**src/rtl/core/md5_message_digest_top_defines.svh**
```systemverilog
`ifndef MD5_MESSAGE_DIGEST_TOP_DEFINES_SVH
`define MD5_MESSAGE_DIGEST_TOP_DEFINES_SVH

// same-cycle implication
`define MD5_ASSERT_NOW(lbl, ante, cons, msg) \
	lbl: assert property (@(posedge clk) disable iff (!arst_n) (ante) |-> (cons)) \
		else $error(msg);

// next-cycle implication
`define MD5_ASSERT_NEXT(lbl, ante, cons, msg) \
	lbl: assert property (@(posedge clk) disable iff (!arst_n) (ante) |=> (cons)) \
		else $error(msg);

`endif

```
**src/rtl/core/md5_pkg.sv**
```systemverilog
package md5_pkg;

	localparam logic [31:0] IV_A = 32'h67452301;
	localparam logic [31:0] IV_B = 32'hefcdab89;
	localparam logic [31:0] IV_C = 32'h98badcfe;
	localparam logic [31:0] IV_D = 32'h10325476;
	localparam logic [7:0]  PAD_BYTE = 8'h80;

	typedef struct packed {
		logic [7:0] data_byte;
		logic       has_byte;
		logic       end_of_message;
	} req_t;

	typedef struct packed {
		logic [31:0] digest_word;
		logic [1:0]  word_index;
		logic        last_word;
	} dig_t;

	function automatic logic [3:0] msg_index(input logic [5:0] i);
		logic [5:0] t;
		t = 6'd0;
		case (i[5:4])
			2'd0: t = i;
			2'd1: t = (i << 2) + i + 6'd1;
			2'd2: t = (i << 1) + i + 6'd5;
			default: t = (i << 3) - i;
		endcase
		return t[3:0];
	endfunction

	function automatic logic [4:0] rot_amount(input logic [3:0] k);
		logic [4:0] s;
		s = 5'd0;
		case (k)
			4'd0: s = 5'd7;
			4'd1: s = 5'd12;
			4'd2: s = 5'd17;
			4'd3: s = 5'd22;
			4'd4: s = 5'd5;
			4'd5: s = 5'd9;
			4'd6: s = 5'd14;
			4'd7: s = 5'd20;
			4'd8: s = 5'd4;
			4'd9: s = 5'd11;
			4'd10: s = 5'd16;
			4'd11: s = 5'd23;
			4'd12: s = 5'd6;
			4'd13: s = 5'd10;
			4'd14: s = 5'd15;
			default: s = 5'd21;
		endcase
		return s;
	endfunction

	function automatic logic [31:0] rotl32(input logic [31:0] v, input logic [4:0] s);
		logic [63:0] t;
		t = {v, v} << s;
		return t[63:32];
	endfunction

	function automatic logic [31:0] sine_const(input logic [5:0] i);
		logic [31:0] k;
		k = 32'd0;
		case (i)
			6'd0:  k = 32'hd76aa478;
			6'd1:  k = 32'he8c7b756;
			6'd2:  k = 32'h242070db;
			6'd3:  k = 32'hc1bdceee;
			6'd4:  k = 32'hf57c0faf;
			6'd5:  k = 32'h4787c62a;
			6'd6:  k = 32'ha8304613;
			6'd7:  k = 32'hfd469501;
			6'd8:  k = 32'h698098d8;
			6'd9:  k = 32'h8b44f7af;
			6'd10: k = 32'hffff5bb1;
			6'd11: k = 32'h895cd7be;
			6'd12: k = 32'h6b901122;
			6'd13: k = 32'hfd987193;
			6'd14: k = 32'ha679438e;
			6'd15: k = 32'h49b40821;
			6'd16: k = 32'hf61e2562;
			6'd17: k = 32'hc040b340;
			6'd18: k = 32'h265e5a51;
			6'd19: k = 32'he9b6c7aa;
			6'd20: k = 32'hd62f105d;
			6'd21: k = 32'h02441453;
			6'd22: k = 32'hd8a1e681;
			6'd23: k = 32'he7d3fbc8;
			6'd24: k = 32'h21e1cde6;
			6'd25: k = 32'hc33707d6;
			6'd26: k = 32'hf4d50d87;
			6'd27: k = 32'h455a14ed;
			6'd28: k = 32'ha9e3e905;
			6'd29: k = 32'hfcefa3f8;
			6'd30: k = 32'h676f02d9;
			6'd31: k = 32'h8d2a4c8a;
			6'd32: k = 32'hfffa3942;
			6'd33: k = 32'h8771f681;
			6'd34: k = 32'h6d9d6122;
			6'd35: k = 32'hfde5380c;
			6'd36: k = 32'ha4beea44;
			6'd37: k = 32'h4bdecfa9;
			6'd38: k = 32'hf6bb4b60;
			6'd39: k = 32'hbebfbc70;
			6'd40: k = 32'h289b7ec6;
			6'd41: k = 32'heaa127fa;
			6'd42: k = 32'hd4ef3085;
			6'd43: k = 32'h04881d05;
			6'd44: k = 32'hd9d4d039;
			6'd45: k = 32'he6db99e5;
			6'd46: k = 32'h1fa27cf8;
			6'd47: k = 32'hc4ac5665;
			6'd48: k = 32'hf4292244;
			6'd49: k = 32'h432aff97;
			6'd50: k = 32'hab9423a7;
			6'd51: k = 32'hfc93a039;
			6'd52: k = 32'h655b59c3;
			6'd53: k = 32'h8f0ccc92;
			6'd54: k = 32'hffeff47d;
			6'd55: k = 32'h85845dd1;
			6'd56: k = 32'h6fa87e4f;
			6'd57: k = 32'hfe2ce6e0;
			6'd58: k = 32'ha3014314;
			6'd59: k = 32'h4e0811a1;
			6'd60: k = 32'hf7537e82;
			6'd61: k = 32'hbd3af235;
			6'd62: k = 32'h2ad7d2bb;
			default: k = 32'heb86d391;
		endcase
		return k;
	endfunction

endpackage

```
**src/rtl/core/md5_message_digest_top.sv**
```systemverilog
// Request bytes are taken one per cycle while idle; every 64th byte starts a compression
// (a prefetch step, 64 rounds at one per cycle, one chaining add) that stalls requests.
// End of message: up to 16 padding word writes and one compression (two when the
// length does not fit), then four digest words, one per cycle while not stalled.
// Throughput is set by the single-round datapath and the single-write-port block buffer.
// Reset clears control, chaining words and byte count; the block buffer is not cleared.
`include "md5_message_digest_top_defines.svh"

module md5_message_digest_top (
	input  logic          clk,
	input  logic          arst_n,
	input  logic          req_valid,
	output logic          req_stall,
	input  md5_pkg::req_t req,
	output logic          dig_valid,
	input  logic          dig_stall,
	output md5_pkg::dig_t dig
);

	typedef enum logic [5:0] {
		ST_IDLE = 6'b000001,
		ST_PAD  = 6'b000010,
		ST_PRE  = 6'b000100,
		ST_RND  = 6'b001000,
		ST_FIN  = 6'b010000,
		ST_OUT  = 6'b100000
	} state_t;

	typedef enum logic [1:0] {
		PH_MSG  = 2'd0,
		PH_PAD1 = 2'd1,
		PH_PAD2 = 2'd2
	} phase_t;

	localparam logic [3:0] LEN_LO_IDX = 4'd14;
	localparam logic [3:0] LEN_HI_IDX = 4'd15;
	localparam logic [5:0] LAST_POS   = 6'd63;
	localparam logic [5:0] LAST_RND   = 6'd63;
	localparam logic [1:0] LAST_WORD  = 2'd3;

	state_t      state_q;
	phase_t      phase_q;
	logic        fin_q;
	logic [63:0] count_q;
	logic [31:0] acc_q;
	logic [3:0]  pw_q;
	logic [5:0]  rnd_q;
	logic [1:0]  oi_q;
	logic [31:0] chain_q [4];
	logic [31:0] a_q, b_q, c_q, d_q;

	logic [31:0] buf_mem [16];
	logic [31:0] rd_q;

	logic        acc_en;
	logic [5:0]  pos;
	logic [63:0] count_nxt;
	logic        wr_en;
	logic [3:0]  wr_addr;
	logic [31:0] wr_data;
	logic [3:0]  rd_addr;
	logic        len_blk;
	logic        overflow;
	logic [31:0] part_word;
	logic [31:0] pad_word;
	logic [31:0] f_val;
	logic [31:0] sum;
	logic [31:0] new_b;
	logic        dig_acc;

	assign req_stall = (state_q != ST_IDLE);
	assign acc_en    = req_valid && (state_q == ST_IDLE);
	assign pos       = count_q[5:0];
	assign count_nxt = count_q + {63'd0, req.has_byte};
	assign overflow  = (count_q[5:3] == 3'b111);
	assign len_blk   = (phase_q == PH_PAD2) || !overflow;
	assign dig_valid = (state_q == ST_OUT);
	assign dig_acc   = dig_valid && !dig_stall;

	assign dig.digest_word = chain_q[oi_q];
	assign dig.word_index  = oi_q;
	assign dig.last_word   = (oi_q == LAST_WORD);

	always_comb begin
		part_word = 32'd0;
		case (count_q[1:0])
			2'd0: part_word = {24'd0, md5_pkg::PAD_BYTE};
			2'd1: part_word = {16'd0, md5_pkg::PAD_BYTE, acc_q[7:0]};
			2'd2: part_word = {8'd0, md5_pkg::PAD_BYTE, acc_q[15:0]};
			default: part_word = {md5_pkg::PAD_BYTE, acc_q[23:0]};
		endcase
	end

	always_comb begin
		if (phase_q == PH_PAD1 && pw_q == count_q[5:2]) begin
			pad_word = part_word;
		end else if (len_blk && pw_q == LEN_LO_IDX) begin
			pad_word = {count_q[28:0], 3'b000};
		end else if (len_blk && pw_q == LEN_HI_IDX) begin
			pad_word = count_q[60:29];
		end else begin
			pad_word = 32'd0;
		end
	end

	always_comb begin
		wr_en   = 1'b0;
		wr_addr = pw_q;
		wr_data = pad_word;
		if (state_q == ST_PAD) begin
			wr_en = 1'b1;
		end else if (acc_en && req.has_byte && pos[1:0] == 2'd3) begin
			wr_en   = 1'b1;
			wr_addr = pos[5:2];
			wr_data = {req.data_byte, acc_q[23:0]};
		end
	end

	always_comb begin
		if (state_q == ST_RND) begin
			rd_addr = md5_pkg::msg_index(rnd_q + 6'd1);
		end else begin
			rd_addr = md5_pkg::msg_index(6'd0);
		end
	end

	always_ff @(posedge clk) begin
		if (wr_en) begin
			buf_mem[wr_addr] <= wr_data;
		end
		rd_q <= buf_mem[rd_addr];
	end

	always_comb begin
		f_val = 32'd0;
		case (rnd_q[5:4])
			2'd0: f_val = (b_q & c_q) | (~b_q & d_q);
			2'd1: f_val = (b_q & d_q) | (c_q & ~d_q);
			2'd2: f_val = b_q ^ c_q ^ d_q;
			default: f_val = c_q ^ (b_q | ~d_q);
		endcase
		sum   = a_q + f_val + md5_pkg::sine_const(rnd_q) + rd_q;
		new_b = b_q + md5_pkg::rotl32(sum, md5_pkg::rot_amount({rnd_q[5:4], rnd_q[1:0]}));
	end

	always_ff @(posedge clk) begin
		if (acc_en && req.has_byte) begin
			if (pos[1:0] == 2'd0) begin
				acc_q <= {24'd0, req.data_byte};
			end else begin
				acc_q[{pos[1:0], 3'b000} +: 8] <= req.data_byte;
			end
		end
		case (state_q)
			ST_PRE: begin
				a_q <= chain_q[0];
				b_q <= chain_q[1];
				c_q <= chain_q[2];
				d_q <= chain_q[3];
			end
			ST_RND: begin
				a_q <= d_q;
				b_q <= new_b;
				c_q <= b_q;
				d_q <= c_q;
			end
			default: begin
			end
		endcase
	end

	always_ff @(posedge clk or negedge arst_n) begin
		if (!arst_n) begin
			state_q    <= ST_IDLE;
			phase_q    <= PH_MSG;
			fin_q      <= 1'b0;
			count_q    <= 64'd0;
			pw_q       <= 4'd0;
			rnd_q      <= 6'd0;
			oi_q       <= 2'd0;
			chain_q[0] <= md5_pkg::IV_A;
			chain_q[1] <= md5_pkg::IV_B;
			chain_q[2] <= md5_pkg::IV_C;
			chain_q[3] <= md5_pkg::IV_D;
		end else begin
			case (state_q)
				ST_IDLE: begin
					if (acc_en) begin
						count_q <= count_nxt;
						fin_q   <= req.end_of_message;
						if (req.has_byte && pos == LAST_POS) begin
							phase_q <= PH_MSG;
							state_q <= ST_PRE;
						end else if (req.end_of_message) begin
							phase_q <= PH_PAD1;
							pw_q    <= count_nxt[5:2];
							state_q <= ST_PAD;
						end
					end
				end
				ST_PAD: begin
					pw_q <= pw_q + 4'd1;
					if (pw_q == LEN_HI_IDX) begin
						state_q <= ST_PRE;
					end
				end
				ST_PRE: begin
					rnd_q   <= 6'd0;
					state_q <= ST_RND;
				end
				ST_RND: begin
					rnd_q <= rnd_q + 6'd1;
					if (rnd_q == LAST_RND) begin
						state_q <= ST_FIN;
					end
				end
				ST_FIN: begin
					chain_q[0] <= chain_q[0] + a_q;
					chain_q[1] <= chain_q[1] + b_q;
					chain_q[2] <= chain_q[2] + c_q;
					chain_q[3] <= chain_q[3] + d_q;
					if (phase_q == PH_MSG && !fin_q) begin
						state_q <= ST_IDLE;
					end else if (phase_q == PH_MSG) begin
						phase_q <= PH_PAD1;
						pw_q    <= count_q[5:2];
						state_q <= ST_PAD;
					end else if (phase_q == PH_PAD1 && overflow) begin
						phase_q <= PH_PAD2;
						pw_q    <= 4'd0;
						state_q <= ST_PAD;
					end else begin
						oi_q    <= 2'd0;
						state_q <= ST_OUT;
					end
				end
				ST_OUT: begin
					if (dig_acc) begin
						oi_q <= oi_q + 2'd1;
						if (oi_q == LAST_WORD) begin
							chain_q[0] <= md5_pkg::IV_A;
							chain_q[1] <= md5_pkg::IV_B;
							chain_q[2] <= md5_pkg::IV_C;
							chain_q[3] <= md5_pkg::IV_D;
							count_q    <= 64'd0;
							fin_q      <= 1'b0;
							phase_q    <= PH_MSG;
							state_q    <= ST_IDLE;
						end
					end
				end
				default: begin
					state_q <= ST_IDLE;
				end
			endcase
		end
	end

	`MD5_ASSERT_NOW(a_wr_state, wr_en, state_q == ST_IDLE || state_q == ST_PAD, "buffer write outside fill or padding")
	`MD5_ASSERT_NEXT(a_rnd_end, state_q == ST_RND && rnd_q == LAST_RND, state_q == ST_FIN, "round count overrun")
	`MD5_ASSERT_NEXT(a_msg_done, dig_acc && dig.last_word, state_q == ST_IDLE && count_q == 64'd0, "message state not cleared after digest")
	`MD5_ASSERT_NOW(a_out_stall, dig_valid, req_stall, "request taken while digest pending")

endmodule
```
**config.mk**
```make
export PLATFORM = sky130hd
export DESIGN_NAME = md5_message_digest_top
export DESIGN_NICKNAME = d
export VERILOG_FILES = /design/src/rtl/core/md5_pkg.sv /design/src/rtl/core/md5_message_digest_top.sv
export VERILOG_INCLUDE_DIRS = /design/src /design/src/rtl/core
export SDC_FILE = /design/constraint.sdc
export NUM_CORES = 2
export LEC_CHECK = 0
export BUFFER_PORTS_ARGS = -buffer_cell sky130_fd_sc_hd__buf_4
export CAP_MARGIN = 10
export CORE_MARGIN = 10
export CORE_UTILIZATION = 35
export DETAILED_ROUTE_END_ITERATION = 10
export PLACE_DENSITY_LB_ADDON = 0.12
export SYNTH_ARGS = -nofsm -noshare
export SYNTH_HDL_FRONTEND = slang
export SYNTH_SLANG_ARGS = --single-unit
```
**constraint.sdc**
```tcl
create_clock -name clk -period 9.8 [get_ports clk]
set_input_delay 1.96 -clock clk [delete_from_list [all_inputs] [get_ports clk]]
set_output_delay 1.96 -clock clk [all_outputs]
set_load 0.005 [all_outputs]
```
Word level (Yosys, flattened, before mapping). Memory sizes are Yosys's and may differ from the RTL's. A register that Yosys moved wholly into a read port is not among the register bits. Index checks and enable logic that the tools add are counted.

Register bits: 373. Bits in writable memories: 512. Memory bits (read-only): 2128. Input port bits: 14. Output and inout bits: 37. Word-level logic and storage cells: 187. Memories kept: 3.

Memories: (name not given) (words 64, bits a word 32, rd ports 1, clocked after memory_dff 0, write ports 0, RTL line md5_pkg.sv:66) `case (i)`; buf_mem (words 16, bits a word 32, rd ports 1, clocked after memory_dff 1, write ports 1, RTL line md5_message_digest_top.sv:52) `logic [31:0] buf_mem [16];`; (name not given) (words 16, bits a word 5, rd ports 1, clocked after memory_dff 0, write ports 0, RTL line md5_pkg.sv:36) `case (k)`.

$add $sub $neg: 18. Magnitude comparators: 1. Eq/ne operators: 35. Shift operators: 3. Multiplexer cells: 68. Bitwise logic cells: 13. Reduce and logical (&&, ||, !) cells: 29.

Operators by type and width (number): adder 32 bit (8); two-way mux 128 bit (2); one-hot mux 128 bit (2 select lines) (1); one-hot mux 32 bit (2 select lines) (4); two-way mux 32 bit (7); two-way mux 64 bit (3); one-hot mux 32 bit (3 select lines) (2); bitwise AND 32 bit (4); one-hot mux 64 bit (2 select lines) (1); OR 32 bit (3); bitwise XOR 32 bit (3); adder 64 x 1 -> 64 bit (1); binary-select mux 32 bit (select 2 bit) (1); NOT 32 bit (2); << shifter 64 x 5 -> 64 bit (1); two-way mux 6 bit (10); two-way mux 4 bit (9); one-hot mux 6 bit (6 select lines) (1); bitwise mux 32 bit (1); variable shift 8 x 7 -> 32 bit, first input constant (1); variable part select 8 x 7 -> 32 bit (1); two-way mux 2 bit (12); one-hot mux 4 bit (3 select lines) (2); == test 6 bit, second input constant (3); other kinds (41) (84).

Longest topological paths before layout.
Depth after elaboration: 10. Gate-level depth with buffers: 40. Depth with buffers taken out: 37.

Worst setup path before layout. Ideal clock, no wire load.

Path kind: reg-to-reg. From: register rnd_q[4]. To: register b_q[30], data pin. Setup time: 0.264 ns. Data arrival time: 8.718 ns. Path slack: 0.818 ns. Stages on the path, launching flop included: 38. Buffers on the path: 6. Cells stage by stage: dfrtp_1 -> buf_2 -> buf_1 -> clkbuf_1 -> clkbuf_1 -> buf_1 -> xnor2_1 -> o211ai_1 -> o211ai_1 -> fa_1 -> fa_1 -> inv_1 -> ha_1 -> clkbuf_1 -> nand2_1 -> nor3b_1 -> a21oi_1 -> a21oi_1 -> (+2 left out) -> mux4_2 -> nand2_1 -> o21ai_0 -> mux2i_1 -> mux2i_1 -> ha_1 -> fa_1 -> a211oi_1 -> o21a_1 -> o31ai_1 -> a2111oi_0 -> o21bai_1 -> a311o_1 -> a21o_1 -> a211oi_1 -> a21oi_1 -> xnor2_1 -> o21ai_1.

Longest elaborated chain between the ends: 8. Elaborated cells on any way between the ends: 12. Classes of those cells: 4 x add/sub; 2 x eq/ne; 1 x shift; 2 x mux; 1 x reduce/logical; 2 x memory.

RTL lines: start, declared (RTL line md5_message_digest_top.sv:47) `logic [5:0] rnd_q;`; start signal, assigned (RTL line md5_message_digest_top.sv:212) `rnd_q <= rnd_q + 6'd1;`; == test 2 bit (tied with other cells) (RTL line md5_message_digest_top.sv:136) `case (rnd_q[5:4])`; one-hot mux 32 bit (3 select lines) (RTL line md5_message_digest_top.sv:136); adder 32 bit (3 in a row) (RTL line md5_message_digest_top.sv:142) `sum = a_q + f_val + md5_pkg::sine_const(rnd_q) + rd_q;`; << shifter 64 x 5 -> 64 bit (*) (RTL line md5_pkg.sv:59) `t = {v, v} << s;`; adder 32 bit (*) (RTL line md5_message_digest_top.sv:143) `new_b = b_q + md5_pkg::rotl32(sum, md5_pkg::rot_amount({rnd_q[5:4], rnd_q[1:0]}));`; one-hot mux 32 bit (2 select lines) (*) (RTL line md5_message_digest_top.sv:154) `case (state_q)`; end signal, assigned (RTL line md5_message_digest_top.sv:157) `b_q <= chain_q[1];`; end signal, assigned (RTL line md5_message_digest_top.sv:163) `b_q <= new_b;`; end, declared (RTL line md5_message_digest_top.sv:50) `logic [31:0] a_q, b_q, c_q, d_q;`.

Mark *: on every way between the ends. The rest lies on a longest branch, timed or not. A chain may end at the register's enable or synchronous reset.

Worst setup path after layout.
From: register rnd_q[5]. To: register b_q[28], data pin.

Same word-level chain as after synthesis.

==> results.json <==
{
  "dr.first_iter.drc_count": 3802,
  "worstPathArrival_ns": 9.82,
  "antenna_found_initial": 4,
  "drtPass1Iterations": 7,
  "min_period_ns": 9.369,
  "critPathTopFamily": "compound AO/OA/AOI/OAI gates",
  "synth-seq-area-share": 0.4680,
  "r2r-end": "b_q[28]$_DFFE_PP_",
  "hold_viol": 0,
  "synthAdderAreaFrac": 0.07541,
  "internal-power_mw": 13.68,
  "worstHoldPathCells": 2,
  "max_freq_ghz": 0.1067,
  "min_from": "chain_q[47]$_DFFE_PN1P_",
  "cts.reportedPaths.clkPinSlew_ns": 0.06,
  "port_buffers": 50,
  "ir_drop_uv": 352.0,
  "rsz0062_at_grt": "no",
  "grt-ovfl-total": 0,
  "synth_ff_type": "edfxtp_1",
  "startpoint_type": "flip-flop",
  "p_clk_frac": 0.154,
  "cts_buffer_depth": 3,
  "htree_levels": 3,
  "cts_tree": "yes",
  "synthCells": 5482,
  "cp_data_required_time_ns": 10.25,
  "synth_cell_type_count": 107,
  "place_ws_ns": 0.3100,
  "ff2ff_path_depth": 33,
  "synth-simple-area-share": 0.1415,
  "power.leakage_nw": 23.39,
  "avgSynthCellArea_um2": 10.10,
  "p_per_area_nw_per_um2": 410.4,
  "die_area_um2": 174500,
  "synth.top_cell.area_share": 0.3600,
  "yosysTopAreaCell": "edfxtp_1",
  "avgViaCountPerCell": 5.694,
  "p_sw_mw": 11.96,
  "syn2layout_area_growth_pct": 12.80,
  "hold_class": "reg2reg",
  "core_area_um2": 156800,
  "dp_hpwl_mm": 129.9,
  "grt_first_pass_wirelength_mm": 284.3,
  "min_period_over_period": 0.9560,
  "synth_seq_cells": 906,
  "die_w_um": 417.8,
  "cp_slowest_stage_delay_ns": 0.66,
  "r2r-start": "rnd_q[5]$_DFFE_PN0P_",
  "switching_share": 0.4664,
  "skew_ns": 0.08853,
  "synth_mux_area_frac": 0.05339,
  "hold_buffers": 0,
  "status": "finished, final reports clean",
  "fin_ws_ns": 0.4310,
  "wl_mm": 191.9,
  "slew_violations": 0,
  "drc": 0,
  "tightest_slew_ns": 1.202,
  "postRouteAntennaNets": 0,
  "finalSetupViolCount": 0,
  "clk_latency_ns": 0.76,
  "num_vias": 43590,
  "p_seq_frac": 0.210,
  "synth-compound-area-share": 0.1859,
  "async_flop_share": 0.2318,
  "setup_tns_ns": 0,
  "cts_made_buffers": 101,
  "r2r_slack_ns": 0.43,
  "drive_above_1_share": 0.1324,
  "synth_nets": 5789,
  "synth_area_leaders": "edfxtp_1 (36%), dfrtp_1 (6.6%), ha_1 (5.1%), nand2_1 (4.4%), a21oi_1 (3.9%)",
  "path_class": "reg2reg",
  "synth_warnings": 0,
  "crit_top_cell": "mux2i_1",
  "synth_top_family_by_area": "compound AO/OA/AOI/OAI gates",
  "synth_xor_area_frac": 0.03970,
  "grt_max_degree": 163,
  "die_h_um": 417.8,
  "grt_pass1_vias": 42500,
  "hold_end": "chain_q[47]$_DFFE_PN1P_",
  "slew_headroom": 0.1932,
  "end_kind": "flip-flop",
  "post_cts_buffers": 0,
  "gp_congestion": 0.9679,
  "clock-sinks": 906,
  "grt.total_usage": 0.2135,
  "num_rows": 145,
  "power.share.combinational": 0.635,
  "routedWlPerCell_um": 25.07,
  "start_util": 0.3533,
  "slowest_stage": "dfrtp_4",
  "synth_area_um2": 55380,
  "clock-root-buffer": "clkbuf_16",
  "path_buf_inv": 4,
  "final_nets": 5815,
  "critPathMaxFanout": 61,
  "ios": 51,
  "synth-edff-count": 664,
  "max_cap_viol_count": 0
}
## Yosys cell counts (41+ instances only)
cell / number
edfxtp_1: 664
nand2_1: 656
a21oi_1: 430
o21ai_0: 383
nor2_1: 329
clkbuf_1: 252
ha_1: 225
a211oi_1: 198
inv_1: 195
and2_1: 161
nand3_1: 152
dfrtp_1: 145
xnor2_1: 134
xor2_1: 117
mux2_2: 111
a31oi_1: 104
nor3_1: 85
o211ai_1: 78
a311oi_1: 76
mux2i_1: 70
fa_1: 68
dfstp_2: 65
a21o_1: 64
nand2b_1: 53
mux4_2: 43
or2_2: 41
## metrics by stage
step                      hold WS, ns  area, um2    util  cells  total power, mW
final                          0.5280      62470  0.3985   7655            25.64
after global routing           0.5468      62470  0.3985   7655            27.49
after CTS                      0.5276      62400  0.3981   7653            25.59
after detailed placement       0.5184      58950  0.3761   7462            21.52
after global placement         0.5097      58950  0.3761   7462            21.54
after floorplan                0.4886      55380       -   5482            16.29
## state kept, by name, summed over array words and instances (netlist names)
signal and count:
buf_mem 512, chain_q 128, count_q 61, a_q 32, b_q 32, c_q 32
d_q 32, rd_q 32, acc_q 24, rnd_q 6, state_q 6, pw_q 4
oi_q 2, phase_q 2, fin_q 1
## power groups by stage
stage / sequential (mW) / clock [mW] / combinational [mW]
4_1_cts: 5.40 / 4.05 / 16.1
5_1_grt: 5.45 / 4.19 / 17.8
3_5_place_dp: 5.47 / 0 / 16.0
2_1_floorplan: 5.20 / 0 / 11.1
6_report: 5.39 / 3.96 / 16.3
3_3_place_gp: 5.46 / 0 / 16.1
## how the worst max path moves through the flow
stage	endpoint	cells past startpoint	slack (ns)	startpoint
2_1_floorplan	b_q[30]$_DFFE_PP_	37	0.82	rnd_q[4]$_DFFE_PN0P_
3_3_place_gp	b_q[28]$_DFFE_PP_	35	0.22	rnd_q[0]$_DFFE_PN0P_
3_5_place_dp	b_q[28]$_DFFE_PP_	35	0.31	rnd_q[0]$_DFFE_PN0P_
4_1_cts	b_q[28]$_DFFE_PP_	35	0.26	rnd_q[0]$_DFFE_PN0P_
5_1_grt	b_q[30]$_DFFE_PP_	33	0.004	rnd_q[5]$_DFFE_PN0P_
6_report	b_q[28]$_DFFE_PP_	33	0.43	rnd_q[5]$_DFFE_PN0P_
## worst min-delay path: cells and delay by family (launching register included)
family	cells	cell delay, ns
AOI/OAI and AO/OA	1	0.04
DFF	1	0.39
and+or+nand+nor	1	0.10
## layout by cell type, fill, tap and decap left out, types with 21 or more instances in the layout
cell type,instances
fa_1,68
ha_1,225
a22oi_1,33
o31ai_1,24
clkbuf_16,103
o21a_1,26
and2_1,160
nand2b_1,53
nand4_1,29
mux2_2,111
a21o_1,64
nor3_1,83
a311oi_1,76
inv_1,194
o21bai_1,27
xor2_1,117
xnor2_1,132
o211ai_1,78
mux4_2,43
or2_2,40
clkbuf_1,30
or3_1,29
nor2_4,21
buf_4,228
a21oi_1,427
mux2i_1,69
nor2_1,307
dfrtp_1,140
nand2_1,656
o22ai_1,29
edfxtp_1,664
nand3_1,152
o21ai_0,363
and3_1,32
dfstp_2,65
nor2b_1,25
o21ai_1,22
a31oi_1,103
dfxtp_1,32
a211oi_1,198
## layout make-up
class	count	area (um2)
Fill cell	15370	94280
Multi-Input combinational cell	4055	27760
Sequential cell	906	25930
Clock buffer	147	2883
Tap cell	2058	2575
Timing Repair Buffer	243	1989
Inverter	201	759.5
Clock inverter	44	568.0
Antenna cell	1	2.502
## metal layers
metal | track usage | share of wire | vias to the layer above
met1 | 0.2745 | 0.43 | 21700
met2 | 0.3703 | 0.49 | 1219
li1 | - | - | 20350
met4 | 0.06683 | 0.032 | 4
met3 | 0.02900 | 0.046 | 320
met5 | 0 | 0.00011 | -
## kinds of logic (layout without fill, tap and decap cells)
family / after synthesis / in the layout
AOI/OAI and AO/OA: 1619 / 1619
xor gates and xnor gates: 251 / 251
adders and majority gates: 293 / 293
buffers and inverters: 521 / 635
DFF: 906 / 906
muxes: 226 / 226
other: 0 / 1
and+or+nand+nor: 1666 / 1666
## timing repair
item	CTS	global route
hold endpoints to repair	0	0
setup endpoints to repair	0	5
resized for setup	0	17
Note: power is estimated with default switching activity, not from simulation.
